**config.mk**
```make
export PLATFORM = sky130hd
export DESIGN_NAME = axis_homing_position_controller_core
export DESIGN_NICKNAME = d
export VERILOG_FILES = /design/src/rtl/core/ahpc_pkg.sv /design/src/rtl/core/ahpc_step.sv /design/src/rtl/core/axis_homing_position_controller_core.sv
export SDC_FILE = /design/constraint.sdc
export NUM_CORES = 1
export LEC_CHECK = 0
export ABC_AREA = 1
export BUFFER_PORTS_ARGS = -buffer_cell sky130_fd_sc_hd__buf_4
export CAP_MARGIN = 10
export CORE_MARGIN = 3
export CORE_UTILIZATION = 40
export CTS_CLUSTER_DIAMETER = 60
export DETAILED_ROUTE_END_ITERATION = 8
export PLACE_DENSITY = 0.68
export SLEW_MARGIN = 30
export SYNTH_ARGS = -nofsm -noshare
export SYNTH_HDL_FRONTEND = slang
export SYNTH_HIERARCHICAL = 1
export SYNTH_SLANG_ARGS = --single-unit
```
**constraint.sdc**
```tcl
create_clock -name clk -period 11.97 [get_ports clk]
set_clock_uncertainty 0.1 [all_clocks]
set_input_delay 0 -clock clk [delete_from_list [all_inputs] [get_ports clk]]
set_output_delay 0 -clock clk [all_outputs]
set_load 0.05 [all_outputs]
```
**src/rtl/core/ahpc_pkg.sv**
```systemverilog
// Shared types and constants for the axis homing position controller.
// No dependencies; used by all core modules.
`default_nettype none

package ahpc_pkg;

  typedef enum logic [1:0] {
    DRV_STOP = 2'd0,
    DRV_FWD  = 2'd1,
    DRV_BWD  = 2'd2
  } drive_t;

  typedef enum logic [2:0] {
    AM_NORMAL   = 3'd0,
    AM_CAL_FWD  = 3'd1,
    AM_CAL_BWD  = 3'd2,
    AM_CAL_FIND = 3'd3,
    AM_CAL_FREE = 3'd4,
    AM_ERROR    = 3'd5
  } amode_t;

  typedef enum logic [2:0] {
    CMD_TICK  = 3'd0,
    CMD_MOVE  = 3'd1,
    CMD_JOG   = 3'd2,
    CMD_CAL   = 3'd3,
    CMD_ESTOP = 3'd4
  } cmd_t;

  localparam logic [1:0] CFG_POS_MIN     = 2'd0;
  localparam logic [1:0] CFG_POS_MAX     = 2'd1;
  localparam logic [1:0] CFG_MIN_OFFSET  = 2'd2;
  localparam logic [1:0] CFG_PAUSE_MS    = 2'd3;

  localparam logic [31:0] POS_TOP        = 32'h7FFF_FFFF;
  localparam logic [31:0] POS_BOTTOM     = 32'h8000_0000;
  localparam logic [15:0] PAUSE_RESET    = 16'd500;

  typedef struct packed {
    logic [31:0] pos_min;
    logic [31:0] pos_max;
    logic [15:0] min_offset;
    logic [15:0] pause_ms;
  } cfg_t;

  typedef struct packed {
    logic [2:0]  cmd;
    logic [31:0] target;
    logic [1:0]  dir;
    logic [31:0] pos;
    logic        fsw;
    logic        bsw;
    logic [31:0] now;
  } item_t;

  typedef struct packed {
    amode_t      mode;
    drive_t      drive;
    logic [31:0] target;
    logic        cal;
    logic        bo_wait;
    logic [31:0] bo_stamp;
    drive_t      bo_dir;
  } state_t;

  typedef struct packed {
    drive_t drive;
    amode_t mode;
    logic   cal;
    logic   zero;
  } result_t;

endpackage

`default_nettype wire

```
**src/rtl/core/ahpc_step.sv**
```systemverilog
// Next-state and result logic for one command item.
// Depends on ahpc_pkg.
`default_nettype none

module ahpc_step (
  input  ahpc_pkg::state_t  st,
  input  ahpc_pkg::item_t   item,
  input  ahpc_pkg::cfg_t    cfg,
  output ahpc_pkg::state_t  nst,
  output ahpc_pkg::result_t res
);

  logic signed [31:0] pos_s;
  logic signed [31:0] tgt_s;
  logic signed [31:0] new_tgt_s;
  logic signed [31:0] min_s;
  logic signed [31:0] max_s;
  logic signed [32:0] diff;
  logic        [32:0] gap;
  logic        [31:0] elapsed;
  logic               hit;
  logic               zero;

  assign pos_s     = $signed(item.pos);
  assign new_tgt_s = $signed(item.target);
  assign min_s     = $signed(cfg.pos_min);
  assign max_s     = $signed(cfg.pos_max);
  assign diff      = {new_tgt_s[31], new_tgt_s} - {pos_s[31], pos_s};
  assign gap       = diff[32] ? 33'(-diff) : 33'(diff);
  assign elapsed   = item.now - st.bo_stamp;
  assign hit       = (item.fsw && st.drive == ahpc_pkg::DRV_FWD) ||
                     (item.bsw && st.drive == ahpc_pkg::DRV_BWD);

  always_comb begin
    nst   = st;
    zero  = 1'b0;
    tgt_s = $signed(st.target);
    case (item.cmd)
      ahpc_pkg::CMD_TICK: begin
        if (hit) begin
          nst.drive = ahpc_pkg::DRV_STOP;
          if (st.mode == ahpc_pkg::AM_CAL_FIND) begin
            nst.cal  = 1'b1;
            nst.mode = ahpc_pkg::AM_NORMAL;
            zero     = 1'b1;
          end
        end
        case (nst.mode)
          ahpc_pkg::AM_NORMAL: begin
            if (nst.drive == ahpc_pkg::DRV_FWD && (pos_s >= tgt_s || pos_s >= max_s)) begin
              nst.drive = ahpc_pkg::DRV_STOP;
            end else if (nst.drive == ahpc_pkg::DRV_BWD &&
                         (pos_s <= tgt_s || pos_s <= min_s)) begin
              nst.drive = ahpc_pkg::DRV_STOP;
            end
          end
          ahpc_pkg::AM_CAL_FWD: begin
            if (item.fsw) begin
              nst.mode    = ahpc_pkg::AM_CAL_FREE;
              nst.bo_wait = 1'b0;
              nst.drive   = ahpc_pkg::DRV_BWD;
            end else begin
              nst.mode  = ahpc_pkg::AM_CAL_FIND;
              nst.drive = ahpc_pkg::DRV_FWD;
            end
          end
          ahpc_pkg::AM_CAL_BWD: begin
            if (item.bsw) begin
              nst.mode    = ahpc_pkg::AM_CAL_FREE;
              nst.bo_wait = 1'b0;
              nst.drive   = ahpc_pkg::DRV_FWD;
            end else begin
              nst.mode  = ahpc_pkg::AM_CAL_FIND;
              nst.drive = ahpc_pkg::DRV_BWD;
            end
          end
          ahpc_pkg::AM_CAL_FREE: begin
            if (st.bo_wait) begin
              if (elapsed >= {16'd0, cfg.pause_ms}) begin
                nst.mode  = ahpc_pkg::AM_CAL_FIND;
                nst.drive = (st.bo_dir == ahpc_pkg::DRV_FWD) ? ahpc_pkg::DRV_BWD
                                                             : ahpc_pkg::DRV_FWD;
              end
            end else if (!item.fsw && !item.bsw) begin
              nst.bo_wait  = 1'b1;
              nst.bo_stamp = item.now;
              nst.bo_dir   = nst.drive;
              nst.drive    = ahpc_pkg::DRV_STOP;
            end
          end
          default: ;
        endcase
      end
      ahpc_pkg::CMD_MOVE: begin
        if (st.mode != ahpc_pkg::AM_ERROR &&
            !(new_tgt_s < min_s || new_tgt_s > max_s) &&
            !(new_tgt_s > pos_s && item.fsw) &&
            !(new_tgt_s < pos_s && item.bsw)) begin
          nst.target = item.target;
          if (gap > {17'd0, cfg.min_offset}) begin
            nst.drive = (new_tgt_s > pos_s) ? ahpc_pkg::DRV_FWD : ahpc_pkg::DRV_BWD;
          end
        end
      end
      ahpc_pkg::CMD_JOG: begin
        if (st.mode != ahpc_pkg::AM_ERROR) begin
          if (item.dir == ahpc_pkg::DRV_STOP) begin
            nst.drive = ahpc_pkg::DRV_STOP;
          end else if (item.dir == ahpc_pkg::DRV_FWD) begin
            if (!item.fsw) begin
              nst.target = ahpc_pkg::POS_TOP;
              nst.drive  = ahpc_pkg::DRV_FWD;
            end
          end else if (item.dir == ahpc_pkg::DRV_BWD) begin
            if (!item.bsw) begin
              nst.target = ahpc_pkg::POS_BOTTOM;
              nst.drive  = ahpc_pkg::DRV_BWD;
            end
          end
        end
      end
      ahpc_pkg::CMD_CAL: begin
        nst.cal  = 1'b0;
        nst.mode = (item.dir == ahpc_pkg::DRV_FWD) ? ahpc_pkg::AM_CAL_FWD
                                                   : ahpc_pkg::AM_CAL_BWD;
      end
      ahpc_pkg::CMD_ESTOP: begin
        nst.drive = ahpc_pkg::DRV_STOP;
        nst.mode  = ahpc_pkg::AM_ERROR;
      end
      default: ;
    endcase
  end

  assign res.drive = nst.drive;
  assign res.mode  = nst.mode;
  assign res.cal   = nst.cal;
  assign res.zero  = zero;

endmodule

`default_nettype wire

```
**src/rtl/core/axis_homing_position_controller_core.sv**
```systemverilog
// Top level of the single-axis homing position controller: ports, config
// registers, input and result registers. Depends on ahpc_pkg and ahpc_step.
//
// Each command item produces exactly one status item. An item is first held in
// the input register; when it advances, the controller state updates and the
// status lands in the result register, which drives out_valid. One item is
// taken every cycle while the output is not stalled. All decisions are
// comparisons between the registered item, the state and the config
// registers, done in one pass. cfg_ready is always high; write config only
// while no item is in flight.
`default_nettype none

module axis_homing_position_controller_core (
  input  wire                clk,
  input  wire                rst_n,
  input  wire                in_valid,
  output logic               in_stall,
  input  wire         [2:0]  in_mode,
  input  wire  signed [31:0] in_target_position,
  input  wire         [1:0]  in_command_direction,
  input  wire  signed [31:0] in_encoder_position,
  input  wire                in_forward_switch,
  input  wire                in_backward_switch,
  input  wire         [31:0] in_now_ms,
  output logic               out_valid,
  input  wire                out_stall,
  output logic        [1:0]  out_drive_direction,
  output logic        [2:0]  out_axis_mode,
  output logic               out_calibrated,
  output logic               out_zero_position,
  input  wire                cfg_valid,
  output logic               cfg_ready,
  input  wire         [1:0]  cfg_index,
  input  wire         [31:0] cfg_data
);

  ahpc_pkg::cfg_t    cfg_r;
  ahpc_pkg::item_t   item_r;
  ahpc_pkg::state_t  st_r;
  ahpc_pkg::state_t  st_nxt;
  ahpc_pkg::result_t res_r;
  ahpc_pkg::result_t res_nxt;
  logic              in_vld_r;
  logic              out_vld_r;
  logic              in_acc;
  logic              adv;

  assign cfg_ready = 1'b1;
  assign adv       = in_vld_r && (!out_vld_r || !out_stall);
  assign in_stall  = in_vld_r && out_vld_r && out_stall;
  assign in_acc    = in_valid && !in_stall;

  always_ff @(posedge clk) begin
    if (!rst_n) begin
      cfg_r.pos_min    <= ahpc_pkg::POS_BOTTOM;
      cfg_r.pos_max    <= ahpc_pkg::POS_TOP;
      cfg_r.min_offset <= 16'd0;
      cfg_r.pause_ms   <= ahpc_pkg::PAUSE_RESET;
    end else if (cfg_valid && cfg_ready) begin
      case (cfg_index)
        ahpc_pkg::CFG_POS_MIN:    cfg_r.pos_min    <= cfg_data;
        ahpc_pkg::CFG_POS_MAX:    cfg_r.pos_max    <= cfg_data;
        ahpc_pkg::CFG_MIN_OFFSET: cfg_r.min_offset <= cfg_data[15:0];
        ahpc_pkg::CFG_PAUSE_MS:   cfg_r.pause_ms   <= cfg_data[15:0];
        default: ;
      endcase
    end
  end

  // input register
  always_ff @(posedge clk) begin
    if (!rst_n) begin
      in_vld_r <= 1'b0;
    end else if (in_acc) begin
      in_vld_r <= 1'b1;
    end else if (adv) begin
      in_vld_r <= 1'b0;
    end
  end

  always_ff @(posedge clk) begin
    if (in_acc) begin
      item_r.cmd    <= in_mode;
      item_r.target <= in_target_position;
      item_r.dir    <= in_command_direction;
      item_r.pos    <= in_encoder_position;
      item_r.fsw    <= in_forward_switch;
      item_r.bsw    <= in_backward_switch;
      item_r.now    <= in_now_ms;
    end
  end

  ahpc_step u_step (
    .st   (st_r),
    .item (item_r),
    .cfg  (cfg_r),
    .nst  (st_nxt),
    .res  (res_nxt)
  );

  // controller state and result register
  always_ff @(posedge clk) begin
    if (!rst_n) begin
      st_r.mode     <= ahpc_pkg::AM_NORMAL;
      st_r.drive    <= ahpc_pkg::DRV_STOP;
      st_r.target   <= 32'd0;
      st_r.cal      <= 1'b0;
      st_r.bo_wait  <= 1'b0;
      st_r.bo_stamp <= 32'd0;
      st_r.bo_dir   <= ahpc_pkg::DRV_STOP;
      out_vld_r     <= 1'b0;
    end else begin
      if (adv) begin
        st_r      <= st_nxt;
        out_vld_r <= 1'b1;
      end else if (!out_stall) begin
        out_vld_r <= 1'b0;
      end
    end
  end

  always_ff @(posedge clk) begin
    if (adv) begin
      res_r <= res_nxt;
    end
  end

  assign out_valid           = out_vld_r;
  assign out_drive_direction = res_r.drive;
  assign out_axis_mode       = res_r.mode;
  assign out_calibrated      = res_r.cal;
  assign out_zero_position   = res_r.zero;

endmodule

`default_nettype wire

```
==> results.tsv, run 1 <==
stage	metric	value	unit
synthesis	yosys.cell_count.top_type	nand2_1	
placement	dp_hpwl	54.6	mm
power	switching_share	34.5	%
synthesis	synth_mux_area_share	0.0490	%
drt	via_count	22900	
placement	io_buffers	150	
global_route	grt_pass1_vias	21300	
synthesis	synth_top_cell_by_area	dfxtp_1	
clock_tree	cts.htree.levels	2	
floorplan	core_area	56600	µm²
floorplan	initial_core_util	40.6	%
synthesis	ys_seq_elements	281	
synthesis	synth_fa_ha_area_share	14.1	%
global_route	grt_overflow_total	0	
clock_tree	worstSkewPairLatency	0.57	ns
global_route	grt_pass1_wl	114	mm
worst_setup_path	critPathLaunchType	flop	
placement	pre_cts_ws	6.86	ns
worst_setup_path	crit_fanout	40	
finish	multi_input_area	13700	µm²
finish	fin_area	27600	µm²
finish	fillers	5695	
worst_setup_path	startpoint	item_r[68]	
worst_setup_path	cpMostUsedCell	nand2_1	
finish	seq_area	6730	µm²
clock_tree	cts_setup_buffers	0	
clock_tree	cts.repair.resized	0	
worst_setup_path	r2r_setup_slack	6.70	ns
timing	slew_viol_final	0	
synthesis	avgSynthCellArea	6.72	µm²
floorplan	fp-row-count	87	
synthesis	synth_ff_type	dfxtp_1	
floorplan	die_h	246	µm
worst_setup_path	critPathMaxStageDelay	0.40	ns
worst_setup_path	r2r-start	item_r[68]	
synthesis	yosys.area_share.xor_xnor	1.33	%
hold_path	hold_class	input port to flop	
synthesis	ys_types	53	
power	comb_power_share	29.4	%
placement	place_congestion	0.962	
worst_setup_path	crit_buf_inv	6	
drt	m1WireLength	32.3	mm
timing	setup_violations	0	
clock_tree	cts_sinks	281	
synthesis	yosys.area.top_type_share	14.9	%
worst_setup_path	required	12.31	ns
worst_setup_path	endpoint	st_r[69]	
synthesis	synthesis.nets	3819	
clock_tree	cts_buffers	38	
global_route	grtUsageTotal	23.7	%
finish	diodes	0	
placement	place_area	24600	µm²
synthesis	synthTopCellsByCount	nand2_1, inv_1, nor2_1, a21oi_1, ha_1	
clock_tree	ctsHoldBuffers	164	
synthesis	synth-edff-count	110	
power	seqPwrFrac	34.2	%
synthesis	yosys.area_share.simple	31.9	%
drt	wl	72.8	mm
synthesis	syn_inst	3420	
floorplan	pin_count	152	
global_route	grt_max_degree	97	
drt	dr.max_layer_used	met4	
clock_tree	path_clk_slew	0.06	ns
finish	area_growth	20.2	%
clock_tree	cts_tree	done	
synthesis	synthArstFlopShare	0	%
finish	post_route_cells_drive_above_1_share	8.05	%
drt	ant_nets	0	
synthesis	synth_compound_area_share	12.3	%
run_status	status	complete, no violations	
synthesis	synthTopCellsByArea	dfxtp_1, edfxtp_1, ha_1	
timing	rsz0062_at_grt	no	
finish	layout.nets	4073	
worst_setup_path	ff2ff_path_depth	43	
drt	drtIter0Drc	1839	
power	internal-power	0.00211	W
power	power_frac_clock	36.4	%
power	peakVddDrop	0.000108	V
drt	dr_wl_met2	33.5	mm
synthesis	yosysSeqAreaShare	29.3	%
timing	min_period_over_period	44.0	%
timing	timing.hold.ws	0.0443	ns
drt	drc_errors	0	
synthesis	ys_warn_count	6	
timing	max-slew-margin-rel	35.2	%
timing	setup_ws	6.70	ns
timing	period_needed	5.27	ns
synthesis	syn_area	23000	µm²
drt	wl_met3	4.48	mm
floorplan	die_area	60300	µm²
floorplan	die-width	246	µm
finish	fin_cells	4460	
timing	setup_tns	0	ns
worst_setup_path	crit_path_end_kind	flop	
global_route	antenna_found_initial	0	
drt	viasPerCell	5.14	
placement	dp.cells	4224	
power	power_density	117	nW/µm²
drt	first_pass_iters	5	
power	p_leak	13.5	nW
timing	tightestPinTransition	0.971	ns
worst_setup_path	cp.arrival	5.61	ns
timing	clock.fmax	190	MHz
timing	finalHoldViolations	0	
clock_tree	cts-root-buf	clkbuf_16	
synthesis	synth_top_family_by_area	simple AND/OR/NAND/NOR gates	
job	maxCapViolCount	0	
drt	wl_per_cell	16.3	µm
worst_setup_path	path_class	flop to flop	
power	p_sw	0.00111	W
worst_setup_path	crit_cells	43	
worst_setup_path	slowest_stage	edfxtp_1	
worst_setup_path	timing.rr.end	st_r[69]	
clock_tree	cts_buffer_depth	3	
worst_setup_path	cp_top_family	simple AND/OR/NAND/NOR gates	
-- flip-flops by register name, indices dropped and copies added, names as in the netlist --
| register | flops |
|---|---|
| item_r | 103 |
| cfg_r | 96 |
| st_r | 73 |
| out_axis_mode | 3 |
| out_drive_direction | 2 |
| in_vld_r | 1 |
| out_calibrated | 1 |
| out_valid | 1 |
| out_zero_position | 1 |
-- routing by layer --
metal | up-vias | GRT usage [%]
li1 | 11700 | -
met3 | 126 | 3.37
met1 | 10400 | 31.1
met4 | 0 | 8.49
met2 | 664 | 39.6
met5 | - | 0
-- how the worst min path moves through the flow --
| stage | start | endpoint | slack, ns | cells past startpoint |
|---|---|---|---|---|
| floorplan | in_now_ms[0] | item_r[0] | -0.001 | 0 |
| global placement | in_now_ms[2] | item_r[2] | 0.08 | 1 |
| detailed placement | in_now_ms[11] | item_r[11] | 0.08 | 1 |
| CTS | in_now_ms[6] | item_r[6] | 0.005 | 2 |
| global route | in_now_ms[16] | item_r[16] | 0.02 | 2 |
| finish | in_now_ms[17] | item_r[17] | 0.04 | 2 |
-- layout make-up --
| cell class | instances | area share [%] |
|---|---|---|
| multi-input cells | 2485 | 49.6 |
| inverters | 539 | 7.34 |
| repair buffers | 329 | 10.6 |
| well taps | 756 | 3.43 |
| clock buffers | 49 | 3.67 |
| flip-flops and latches | 281 | 24.4 |
| clock inverters | 21 | 0.979 |
-- metrics by stage --
stage,total power [W],utilization [%]
final,0.00322,48.8
after global routing,0.00342,48.8
after CTS,0.00324,48.7
after detailed placement,0.00201,43.5
after global placement,0.00200,43.5
after floorplan,0.00176,-
-- placed cells by master (no fill, tap or decap), drive strengths merged, types with 33 or more instances in the layout --
cell	instances
edfxtp	110
nand2	855
o21ai	116
nor2	371
ha	255
nand3b	84
inv	544
clkbuf	49
nand3	218
nand4	82
dlygate4sd3	164
buf	165
nor3	33
dfxtp	171
a21oi	333
-- kinds of logic (layout without fill, tap and decap cells) --
kind of cell | count (synthesis) | count (layout)
other cells | 1 | 1
compound gates | 524 | 524
buf+inv | 654 | 938
xor+xnor | 35 | 35
simple gates | 1667 | 1667
flops | 281 | 281
mux | 1 | 1
fa+ha+maj | 257 | 257
-- worst register-to-register path: cells and delay by family, from the launching register on --
family	cells	cell delay, ns
simple gates	29	2.26
flops	1	0.40
buf+inv	6	0.84
xor+xnor	1	0.18
fa+ha+maj	3	0.72
compound gates	4	0.62
-- power groups by stage --
stage / logic (W) / clock network, W / registers [W]
6_report: 0.000947 / 0.00117 / 0.00110
5_1_grt: 0.00107 / 0.00124 / 0.00111
4_1_cts: 0.000936 / 0.00120 / 0.00110
3_5_place_dp: 0.000888 / 0 / 0.00112
3_3_place_gp: 0.000884 / 0 / 0.00112
2_1_floorplan: 0.000650 / 0 / 0.00111
(Power assumes the default switching activity.)
==> run 2, diff against run 1 <==
- clock period: 11.97 -> 5.32 ns (I/O delays scaled with it)
==> run 2 against run 1 <==
  * Final area grew 0.36%
  * Core utilization grew 0.17 points
  * Wire length shrank 1.7%
  * Total power grew 120%
  * Non-clock buffer count grew 9
  * Maximum frequency grew 9.6%
  * Sequential power grew 130%
  * First-iteration DRC count grew 0.22%
  * Worst hold slack gained 0.012 ns
  * Critical endpoint unchanged
==> results.tsv, run 2 (synthesis gave the netlist of run 1 again) <==
stage	metric	value	unit
finish	regMostFlops	item_r	
power	peakVddDrop	0.000264	V
finish	post_route_cells_drive_above_1_share	8.89	%
timing	period_needed	4.81	ns
timing	max-slew-margin-rel	35.6	%
timing	tightestPinTransition	0.967	ns
drt	viasPerCell	5.12	
global_route	antenna_found_initial	0	
placement	dp_hpwl	53.7	mm
worst_setup_path	cp.arrival	5.14	ns
power	switching_share	33.8	%
worst_setup_path	startpoint	item_r[44]	
clock_tree	path_clk_slew	0.06	ns
finish	layout.nets	4081	
floorplan	core_area	56600	µm²
global_route	grt_max_degree	89	
clock_tree	cts_buffer_depth	3	
finish	largest_reg_flops	103	
worst_setup_path	r2r_setup_slack	0.51	ns
power	p_sw	0.00244	W
drt	wl_per_cell	16.0	µm
worst_setup_path	slowest_stage	edfxtp_1	
worst_setup_path	critPathLaunchType	flop	
timing	finalHoldViolations	0	
power	p_total	0.00722	W
hold_path	worstHoldStart	in_now_ms[8]	
timing	min_period_over_period	90.4	%
finish	most-common-layout-cells	nand2_1, inv_1, nor2_1, a21oi_1, ha_1	
hold_path	hold_class	input port to flop	
power	power_frac_clock	35.8	%
drt	drc_errors	0	
clock_tree	worstSkewPairLatency	0.56	ns
power	p_leak	13.5	nW
run_status	status	complete, no violations	
power	seqPwrFrac	34.4	%
worst_setup_path	critPathMaxStageDelay	0.45	ns
job	maxCapViolCount	0	
worst_setup_path	cpMostUsedCell	nand2_1	
drt	ant_nets	0	
clock_tree	cts_tree	done	
floorplan	die_area	60300	µm²
worst_setup_path	crit_fanout	8	
drt	via_count	22900	
power	comb_power_share	29.8	%
global_route	grt_overflow_total	0	
floorplan	die_h	246	µm
floorplan	die-width	246	µm
drt	drtIter0Drc	1843	
timing	setup_violations	0	
finish	reg.largest.list	item_r (103), cfg_r (96), st_r (73)	
clock_tree	cts-root-buf	clkbuf_16	
placement	place_congestion	0.958	
clock_tree	cts.htree.levels	2	
worst_setup_path	r2r-start	item_r[44]	
clock_tree	cts_buffers	37	
worst_setup_path	required	5.65	ns
drt	first_pass_iters	5	
worst_setup_path	path_class	flop to flop	
finish	layout_commonest_cell	nand2_1	
timing	clock.fmax	208	MHz
placement	io_buffers	150	
global_route	grt_pass1_vias	21500	
timing	setup_tns	0	ns
global_route	grtUsageTotal	23.3	%
floorplan	initial_core_util	40.6	%
clock_tree	cts_sinks	281	
power	power_density	261	nW/µm²
worst_setup_path	crit_path_end_kind	flop	
power	internal-power	0.00478	W
timing	slew_viol_final	0	
global_route	grt_pass1_wl	113	mm
finish	area_growth	20.6	%
drt	wl	71.6	mm
floorplan	fp-row-count	87	
floorplan	pin_count	152	
-- run 2: critical path, delay by kind of cell, from the launching register on --
family | cells | cell delay [ns]
compound gates | 5 | 0.78
xor+xnor | 1 | 0.17
fa+ha+maj | 2 | 0.60
buf+inv | 5 | 0.34
flops | 1 | 0.45
simple gates | 27 | 2.26
-- run 2: path summary, 6_finish.rpt --
kind,endpoint,cells after the start
worst min register to register,cfg_r[40],2
worst min-delay path,item_r[8],2
worst max register to register,st_r[69],40
worst max-delay path,st_r[69],40
-- run 2: per-layer routing --
metal	global-route usage [%]	share of wire [%]
met1	30.9	46
met2	39.8	47
met3	2.54	4.8
met4	7.07	2.7
met5	0	0
-- run 2: area by class of cell --
class | count | area (µm²)
fillers | 5672 | 28900
multi-input cells | 2485 | 13800
flip-flops and latches | 281 | 6730
well taps | 756 | 946
clock buffers | 49 | 1070
repair buffers | 338 | 2980
clock inverters | 18 | 194
inverters | 539 | 2030
diodes | 1 | 2.50
-- run 2: power by group through the flow --
| stage | registers, W | logic, W | clock network, W |
|---|---|---|---|
| after detailed placement | 0.00253 | 0.00199 | 0 |
| after global routing | 0.00250 | 0.00245 | 0.00272 |
| after CTS | 0.00248 | 0.00209 | 0.00264 |
| after floorplan | 0.00250 | 0.00146 | 0 |
| final | 0.00248 | 0.00215 | 0.00258 |
| after global placement | 0.00252 | 0.00197 | 0 |
-- run 2: repair_timing --
action	in CTS	in global routing
gates resized for setup	0	20
endpoints found under the hold margin	250	0
setup buffers	0	13
hold buffers	160	0
setup endpoints to repair	0	4
-- run 2: per-stage QoR --
stage                     utilization, %  cell area [µm²]  worst slack [ns]  hold WS, ns  std cells
after floorplan                        -            23000             0.624     -0.00113       3420
after global placement              43.5            24600             0.395       0.0780       4225
after detailed placement            43.6            24700             0.294       0.0794       4225
after CTS                           48.6            27500             0.283       0.0178       4452
after global routing                48.9            27700           -0.0132       0.0417       4466
final                               48.9            27700             0.512       0.0562       4467
